### src/rpn_char_stream_evaluator_assert.svh
// Assertion macros for the evaluator
`ifndef RPN_CHAR_STREAM_EVALUATOR_ASSERT_SVH
`define RPN_CHAR_STREAM_EVALUATOR_ASSERT_SVH
// Implication checked on every rising clock edge, off during reset
`define RPN_ASSERT_IMP(label, clk, rst, ante, cons, msg) \
  label: assert property (@(posedge clk) disable iff (rst) (ante) |-> (cons)) \
    else $error(msg);
// Next-cycle implication
`define RPN_ASSERT_NXT(label, clk, rst, ante, cons, msg) \
  label: assert property (@(posedge clk) disable iff (rst) (ante) |=> (cons)) \
    else $error(msg);
`endif

### src/rpn_pkg.sv
// ----------------------------------------------------------------------------
// rpn_pkg
// Shared types and codes of the character-stream RPN evaluator.
// ----------------------------------------------------------------------------
package rpn_pkg;
  localparam logic [2:0] ST_OK       = 3'd0;
  localparam logic [2:0] ST_MINUS    = 3'd1;
  localparam logic [2:0] ST_UNDER    = 3'd2;
  localparam logic [2:0] ST_DIVZERO  = 3'd3;
  localparam logic [2:0] ST_INVALID  = 3'd4;
  localparam logic [2:0] ST_NUMOVF   = 3'd5;
  localparam logic [2:0] ST_FULL     = 3'd6;
  localparam logic [2:0] ST_IGNORED  = 3'd7;

  localparam logic [7:0] CH_SPACE = 8'h20;
  localparam logic [7:0] CH_T     = 8'h74;
  localparam logic [7:0] CH_POW   = 8'h5e;
  localparam logic [7:0] CH_MUL   = 8'h2a;
  localparam logic [7:0] CH_DIV   = 8'h2f;
  localparam logic [7:0] CH_MOD   = 8'h25;
  localparam logic [7:0] CH_ADD   = 8'h2b;
  localparam logic [7:0] CH_SUB   = 8'h2d;
  localparam logic [7:0] CH_ZERO  = 8'h30;
  localparam logic [7:0] CH_NINE  = 8'h39;

  // ALU operation codes
  localparam logic [2:0] OP_ADD = 3'd0;
  localparam logic [2:0] OP_SUB = 3'd1;
  localparam logic [2:0] OP_MUL = 3'd2;
  localparam logic [2:0] OP_DIV = 3'd3;
  localparam logic [2:0] OP_MOD = 3'd4;
  localparam logic [2:0] OP_POW = 3'd5;

  typedef struct packed {
    logic        start;
    logic [2:0]  op;
    logic [63:0] a;
    logic [63:0] b;
  } alu_req_t;

  typedef struct packed {
    logic        busy;
    logic        done;
    logic [63:0] result;
  } alu_rsp_t;
endpackage

### src/rpn_alu.sv
// ----------------------------------------------------------------------------
// rpn_alu
// Shared iterative unit: add/sub in one pass, multiply in one pass of a
// 32x32 partial product per cycle, divide/modulo one quotient bit per cycle,
// power by square-and-multiply over the shared multiplier.
// ----------------------------------------------------------------------------
module rpn_alu (
  input  logic              clk,
  input  logic              rst,
  input  rpn_pkg::alu_req_t req,
  output rpn_pkg::alu_rsp_t rsp
);
  localparam logic [3:0] A_IDLE = 4'd0;
  localparam logic [3:0] A_MUL  = 4'd1;
  localparam logic [3:0] A_DIV  = 4'd2;
  localparam logic [3:0] A_PSQ  = 4'd3;
  localparam logic [3:0] A_PMB  = 4'd4;
  localparam logic [3:0] A_DONE = 4'd5;
  localparam logic [3:0] A_PNX  = 4'd6;

  logic [3:0]  state;
  logic [2:0]  op;
  logic [63:0] opa, opb, res;
  logic [63:0] ma, mb, rem, quo;
  logic        na, nb;
  logic [6:0]  cnt;
  // multiplier
  logic [63:0] mx, my, macc;
  logic [1:0]  mstep;
  logic [3:0]  mret;
  logic [31:0] pa, pb;
  logic [63:0] pp;
  logic [64:0] rem_sh;
  logic [64:0] rem_sub;

  always_comb begin
    unique case (mstep)
      2'd0: begin pa = mx[31:0];  pb = my[31:0];  end
      2'd1: begin pa = mx[63:32]; pb = my[31:0];  end
      default: begin pa = mx[31:0]; pb = my[63:32]; end
    endcase
    pp = {32'd0, pa} * {32'd0, pb};
    rem_sh = {rem, ma[63]};
    rem_sub = rem_sh - {1'b0, mb};
  end

  assign rsp.busy = (state != A_IDLE);
  assign rsp.done = (state == A_DONE);
  assign rsp.result = res;

  always_ff @(posedge clk) begin
    if (rst) begin
      state <= A_IDLE;
    end else begin
      unique case (state)
        A_IDLE: begin
          if (req.start) begin
            op <= req.op;
            opa <= req.a;
            opb <= req.b;
            na <= req.a[63];
            nb <= req.b[63];
            ma <= req.a[63] ? 64'd0 - req.a : req.a;
            mb <= req.b[63] ? 64'd0 - req.b : req.b;
            rem <= '0;
            quo <= '0;
            cnt <= 7'd0;
            unique case (req.op)
              rpn_pkg::OP_ADD: begin res <= req.a + req.b; state <= A_DONE; end
              rpn_pkg::OP_SUB: begin res <= req.a - req.b; state <= A_DONE; end
              rpn_pkg::OP_MUL: begin
                mx <= req.a; my <= req.b; mstep <= 2'd0; macc <= '0;
                mret <= A_DONE; state <= A_MUL;
              end
              rpn_pkg::OP_DIV, rpn_pkg::OP_MOD: state <= A_DIV;
              rpn_pkg::OP_POW: begin
                if (req.b[63]) begin
                  if (req.a == 64'd1) res <= 64'd1;
                  else if (req.a == '1) res <= req.b[0] ? '1 : 64'd1;
                  else res <= '0;
                  state <= A_DONE;
                end else begin
                  res <= 64'd1;
                  cnt <= 7'd62;
                  state <= A_PSQ;
                end
              end
              default: begin res <= '0; state <= A_DONE; end
            endcase
          end
        end
        A_MUL: begin
          unique case (mstep)
            2'd0: begin macc <= pp; mstep <= 2'd1; end
            2'd1: begin macc <= macc + {pp[31:0], 32'd0}; mstep <= 2'd2; end
            default: begin
              res <= macc + {pp[31:0], 32'd0};
              state <= mret;
            end
          endcase
        end
        A_PSQ: begin
          // square step, multiplier result lands in res
          mx <= res; my <= res; mstep <= 2'd0; macc <= '0;
          mret <= A_PMB; state <= A_MUL;
        end
        A_PMB: begin
          if (opb[cnt[5:0]]) begin
            mx <= res; my <= opa; mstep <= 2'd0; macc <= '0;
            mret <= A_PNX; state <= A_MUL;
          end else if (cnt == 7'd0) begin
            state <= A_DONE;
          end else begin
            cnt <= cnt - 7'd1;
            state <= A_PSQ;
          end
        end
        A_PNX: begin
          if (cnt == 7'd0) state <= A_DONE;
          else begin
            cnt <= cnt - 7'd1;
            state <= A_PSQ;
          end
        end
        A_DIV: begin
          if (!rem_sub[64]) begin
            rem <= rem_sub[63:0]; quo <= {quo[62:0], 1'b1};
          end else begin
            rem <= rem_sh[63:0]; quo <= {quo[62:0], 1'b0};
          end
          ma <= {ma[62:0], 1'b0};
          cnt <= cnt + 7'd1;
          if (cnt == 7'd63) begin
            state <= A_DONE;
            if (op == rpn_pkg::OP_DIV) begin
              res <= (na != nb) ? 64'd0 - (!rem_sub[64] ? {quo[62:0], 1'b1} :
                     {quo[62:0], 1'b0}) : (!rem_sub[64] ? {quo[62:0], 1'b1} :
                     {quo[62:0], 1'b0});
            end else begin
              res <= na ? 64'd0 - (!rem_sub[64] ? rem_sub[63:0] : rem_sh[63:0]) :
                     (!rem_sub[64] ? rem_sub[63:0] : rem_sh[63:0]);
            end
          end
        end
        A_DONE: state <= A_IDLE;
        default: state <= A_IDLE;
      endcase
    end
  end
endmodule

### config.mk
export PLATFORM = sky130hd
export DESIGN_NAME = rpn_alu
export DESIGN_NICKNAME = d
export VERILOG_FILES = /design/src/rpn_char_stream_evaluator_assert.svh /design/src/rpn_pkg.sv /design/src/rpn_alu.sv
export SDC_FILE = /design/constraint.sdc
export NUM_CORES = 2
export LEC_CHECK = 0
export BUFFER_PORTS_ARGS = -buffer_cell sky130_fd_sc_hd__buf_2
export CORE_ASPECT_RATIO = 0.75
export CORE_UTILIZATION = 45
export DETAILED_ROUTE_END_ITERATION = 16
export MAX_ROUTING_LAYER = met4
export PLACE_DENSITY_LB_ADDON = 0.2
export SYNTH_ARGS = -nofsm -noshare
export SYNTH_HDL_FRONTEND = slang
export SYNTH_SLANG_ARGS = --single-unit
### constraint.sdc
create_clock -name clk -period 23.6 [get_ports clk]
set_clock_uncertainty 0.15 [all_clocks]
set_input_delay 1.18 -clock clk [delete_from_list [all_inputs] [get_ports clk]]
set_output_delay 1.18 -clock clk [all_outputs]
set_load 0.01 [all_outputs]
* After elaboration in Yosys (flattened, before gate mapping) *
Cells that the tools add are included.

storage, ports and cells
  bits in registers = 661
  logic and storage cells = 137
  output and inout port bits = 66
  input bits = 134

operators by class
  multiply operators = 1
  equal/unequal tests = 25
  reductions and logical operators = 20
  bitwise gates (word level) = 1
  muxes and demuxes = 61
  magnitude comparators = 1
  add/sub/neg operators = 10

operators with widths
  operator               count
  $mux 64                23
  $pmux 64 s3            3
  $pmux 64 s4            2
  $pmux 64 s2            3
  $sub 1x64->64 const A  4
  $add 64x64->64         2
  $pmux 63 s2            1
  $sub 65x64->65         1
  $eq 64x1->1 const B    1
  $eq 64x64->1 const B   1
  $mul 32x32->64         1
  $mux 32                2
  $sub 64x64->64         1
  $mux 63                1
  $pmux 7 s4             1
  $mux 4                 6
  $pmux 4 s6             1
  $mux 7                 3
  $eq 4x3->1 const B     3
  $mux 6                 2
  $ne 2x2->1 const B     6
  $pmux 4 s3             1
  $reduce_and 6->1       2
  $reduce_bool 4->1      3
  32 further kinds       45

* Longest topological paths before layout *
  word-level depth = 7
  mapped depth = 42
  gate-level depth less buffers = 38

* Worst setup path before layout *
No wires, ideal clock.

  path type = input -> register
  start = in rst
  end = reg mb[10] (enable)
  stages on the path = 1
  slack = 7.198 ns
  buffers on the path = 0
  required time = 22.421 ns
  arrival time = 15.223 ns
  setup time = 1.029 ns
  cell sequence = nor3b_1

on the way
  word-level cells in the longest chain between the ends = 2

RTL lines
  element                            RTL line       text
  start: declaration                 rpn_alu.sv:9   input logic rst,
  $not 1->1 (no source line)         --
  $reduce_and 3->1 (no source line)  --
  end signal: assignment             rpn_alu.sv:64  mb <= req.b[63] ? 64'd0 - req.b : req.b;
  end: declaration                   rpn_alu.sv:24  logic [63:0] ma, mb, rem, quo;

No other way between the ends.
A chain may end at the register's enable or synchronous reset.

* Worst setup path in the final report *
  start = reg mstep[1]
  end = reg res[63] (data pin)

on the way
  word-level cells in the longest chain between the ends = 7
  elaborated cells between the ends (all ways) = 9
  those cells by class = 1 x add/sub; 1 x mul; 1 x eq/ne; 4 x mux; 2 x reduce/logical

RTL lines
  element                                        RTL line        text
  start: declaration                             rpn_alu.sv:29   logic [1:0] mstep;
  start signal: assignment                       rpn_alu.sv:72   mx <= req.a; my <= req.b; mstep <= 2'd0; macc <= '0;
  start signal: assignment                       rpn_alu.sv:94   2'd0: begin macc <= pp; mstep <= 2'd1; end
  start signal: assignment                       rpn_alu.sv:95   2'd1: begin macc <= macc + {pp[31:0], 32'd0}; mstep <= 2'd2; end
  $eq 2x1->1 or $logic_not 2->1 (tied branches)  rpn_alu.sv:37   unique case (mstep)
  $reduce_or 2->1 (no source line)               --
  $mux 32                                        rpn_alu.sv:37
  $mul 32x32->64 (*)                             rpn_alu.sv:42   pp = {32'd0, pa} * {32'd0, pb};
  $add 64x64->64 (*)                             rpn_alu.sv:97   res <= macc + {pp[31:0], 32'd0};
  $mux 64 (*)                                    rpn_alu.sv:93   unique case (mstep)
  $pmux 64 s3 (*)                                rpn_alu.sv:55   unique case (state)
  end signal: assignment                         rpn_alu.sv:79   else if (req.a == '1) res <= req.b[0] ? '1 : 64'd1;
  end signal: assignment                         rpn_alu.sv:97
  end signal: assignment                         rpn_alu.sv:136  res <= (na != nb) ? 64'd0 - (!rem_sub[64] ? {quo[62:0], 1'b1} :
  end: declaration                               rpn_alu.sv:23   logic [63:0] opa, opb, res;

Every way passes the cells marked *; elsewhere a longest branch is shown, timed or not. The select of a mux whose other input is x is not followed.

==> results.md <==
- Unrepaired setup endpoints after global routing: no
- Final WL: 344 mm
- Die Y: ~360 um
- Top_reg_cell synth: edfxtp_1
- Longest Clk Path Bufs: 3
- Residual DRC count: 0
- FILL cells: between 15,000 and 20,000
- Core area: 170,000 um2
- Critical path's largest stage delay: 1040 ps
- Clock Sinks: 655
- Hold Path Class: flop to flop
- Synth warn: 0
- Remaining max-slew budget at the tightest pin: -7.11%
- PortBufs: 199
- Final Hold Vio Count: 0
- Min cycle time layout: 12,450 ps
- F_max: 80.3 MHz
- Layout area overhead: 7.83%
- Critical Path AT: 12,680 ps
- Width of the die: 481 um
- Syn_nets: between 9,000 and 10,000
- TritonCTS clock tree: yes
- Synth Instances: 8,388
- Syn Area/Cell: 9.22 um2
- GP Congestion: between 1 and 1.5
- Share of layout cells above drive strength 1: 8.80%
- Worst setup EP type: flop
- Drt wl/cell: ~32 um
- Finished Cell Area: between 80,000 and 90,000 um2
- Commonest cells after routing, fill and taps aside: nand2_1, inv_1, fa_1
- Clock root buffer: clkbuf_16
- Starting density of the core: 45.4%
- Antenna violations before repair: 38
- Status: finished, violations left
- Nets: between 9,000 and 10,000
- Dpl hpwl: approximately 270 mm
- WP data required: 23,830 ps
- MaxCap Viol Count: 2
- First-pass GRT wire length: slightly below 500 mm
- Row count: 131
- H-tree depth: 3
- Post-CTS Repair Setup Buffers: 0
- Post-CTS resize count: 0
- Vias in the first global route: 63,600
- Congestion Overflow GR: 0
- Total CTS buffers: a little under 70
- CTS Hold Buffers Added: 0
- Area after DPL: between 80,000 and 90,000 um2
- Post-synthesis sequential area ratio: 25.4%
- Tcrit/Tclk final: 52.8%
- Io pins: 200
- Yosys cell types: ~120
- ANT nets after route: 0
- Slowest stage cell, crit path: a41oi_1
- Pin count of the biggest net entering global routing: 140
- Failing checks: max-capacitance violations, max-slew violations
- Final setup violation count: 0
- Die ar.: between 150,000 and 200,000 um2
- Slew @ Worst Pin: 1600 ps
- Clk Latency, worst-skew pair: 680 ps
- GRT Total Usage: 40.5%
- Worst Setup Path Type: flop to flop
- 1st-iter DRT viols: 10,100
- Netlist Area Pre-Place: 77,300 um2
- Vias/cell: 6.30
- Via count: roughly 67,000
- Startpoint types: flop
- Critical path fanouts, max: 38
- Async S/R FF share, synth: 0%
- Setup TNS: 0 ps
- Post-synth EDFFs: 652
- Max Slew Vio Count: 3
- Seq cells post-synth: 655
- Worst-path clk slew: 70 ps
- TritonRoute pass-1 iters: 6
- Commonest non-fill, non-tap cell in the layout: nand2_1
[logic make-up after synthesis]
| kind of cell | count (synthesis) | synth area share (%) |
|---|---|---|
| AND/OR/NAND/NOR | 2743 | 15.6 |
| buffers and inverters | 1469 | 7.24 |
| AO/OA/AOI/OAI | 1459 | 12.3 |
| adder cells (fa/ha/maj) | 1333 | 30.3 |
| flip-flops | 655 | 25.4 |
| XOR/XNOR | 490 | 5.55 |
| multiplexers | 239 | 3.59 |
[cell usage after synthesis (33+ instances only)]
cell type,number,area (um2)
a22oi_1,78,586
clkbuf_1,381,1430
nor4_1,35,219
mux2i_1,121,1210
fa_1,900,18000
ha_1,433,5420
o21ai_0,367,1840
nand3_1,88,440
and2_1,55,344
a21oi_1,362,1810
or4_1,33,248
and3_1,88,551
a21o_1,132,991
inv_1,1016,3810
xnor2_1,254,2220
nand2b_1,43,269
nor2_1,743,2790
nand4_1,89,557
mux2_2,96,1080
nor3_1,101,505
or3_1,48,300
xor2_1,236,2070
o31ai_1,87,653
o21bai_1,38,285
nand2_1,1295,4860
buf_1,38,143
a31oi_1,34,213
edfxtp_1,652,19600
[registers in the layout, indices dropped and copies added (netlist names)]
name and cells:
cnt 7, ma 64, macc 64, mb 63, mret 2, mstep 2, mx 64, my 64
op 3, opa 64, opb 64, quo 63, rem 64, res 64, state 3
[final cells by class]
class	count	area, um2	area share [%]
Inverter	1018	3820	4.59
Sequential cell	655	19600	23.6
Antenna cell	27	67.6	0.0811
Clock inverter	47	532	0.638
Multi-Input combinational cell	6264	52400	62.9
Clock buffer	78	1800	2.16
Timing Repair Buffer	363	2250	2.70
Tap cell	2261	2830	3.39
[critical path, delay by kind of cell (launching register included)]
family	cells	cell delay (ps)
AO/OA/AOI/OAI	15	4430
adder cells (fa/ha/maj)	10	3700
flip-flops	1	380
buffers and inverters	5	950
AND/OR/NAND/NOR	7	1640
XOR/XNOR	2	850
[through the flow]
stage	hold WS, ps	std cells	setup slack, ps	utilization (%)
floorplan	346	8388	7200	-
global placement	352	10600	11840	47.5
detailed placement	362	10600	11590	47.5
CTS	378	10700	11540	48.9
global route	399	10700	10290	48.9
finish	377	10700	11150	48.9
[worst paths after layout]
check	endpoint	depth (start not counted)	from	slack, ps
worst min register to register	ma[60]	2	ma[59]	380
worst max register to register	res[63]	39	mstep[1]	11150
worst max-delay path	res[63]	39	mstep[1]	11150
worst min-delay path	ma[60]	2	ma[59]	380
[per-layer routing]
metal  share of wire [%]  up-vias  GRT usage (%)
met2                  38     4719           51.1
met5                   0        -              -
met1                  43    34200           59.2
met4                 2.5        0           8.82
met3                  16      435           16.6
li1                    -    28100              -
Power is left out: the tool's default activity adds up to more than one toggle a clock period on the data nets, which glitch-free logic cannot reach.
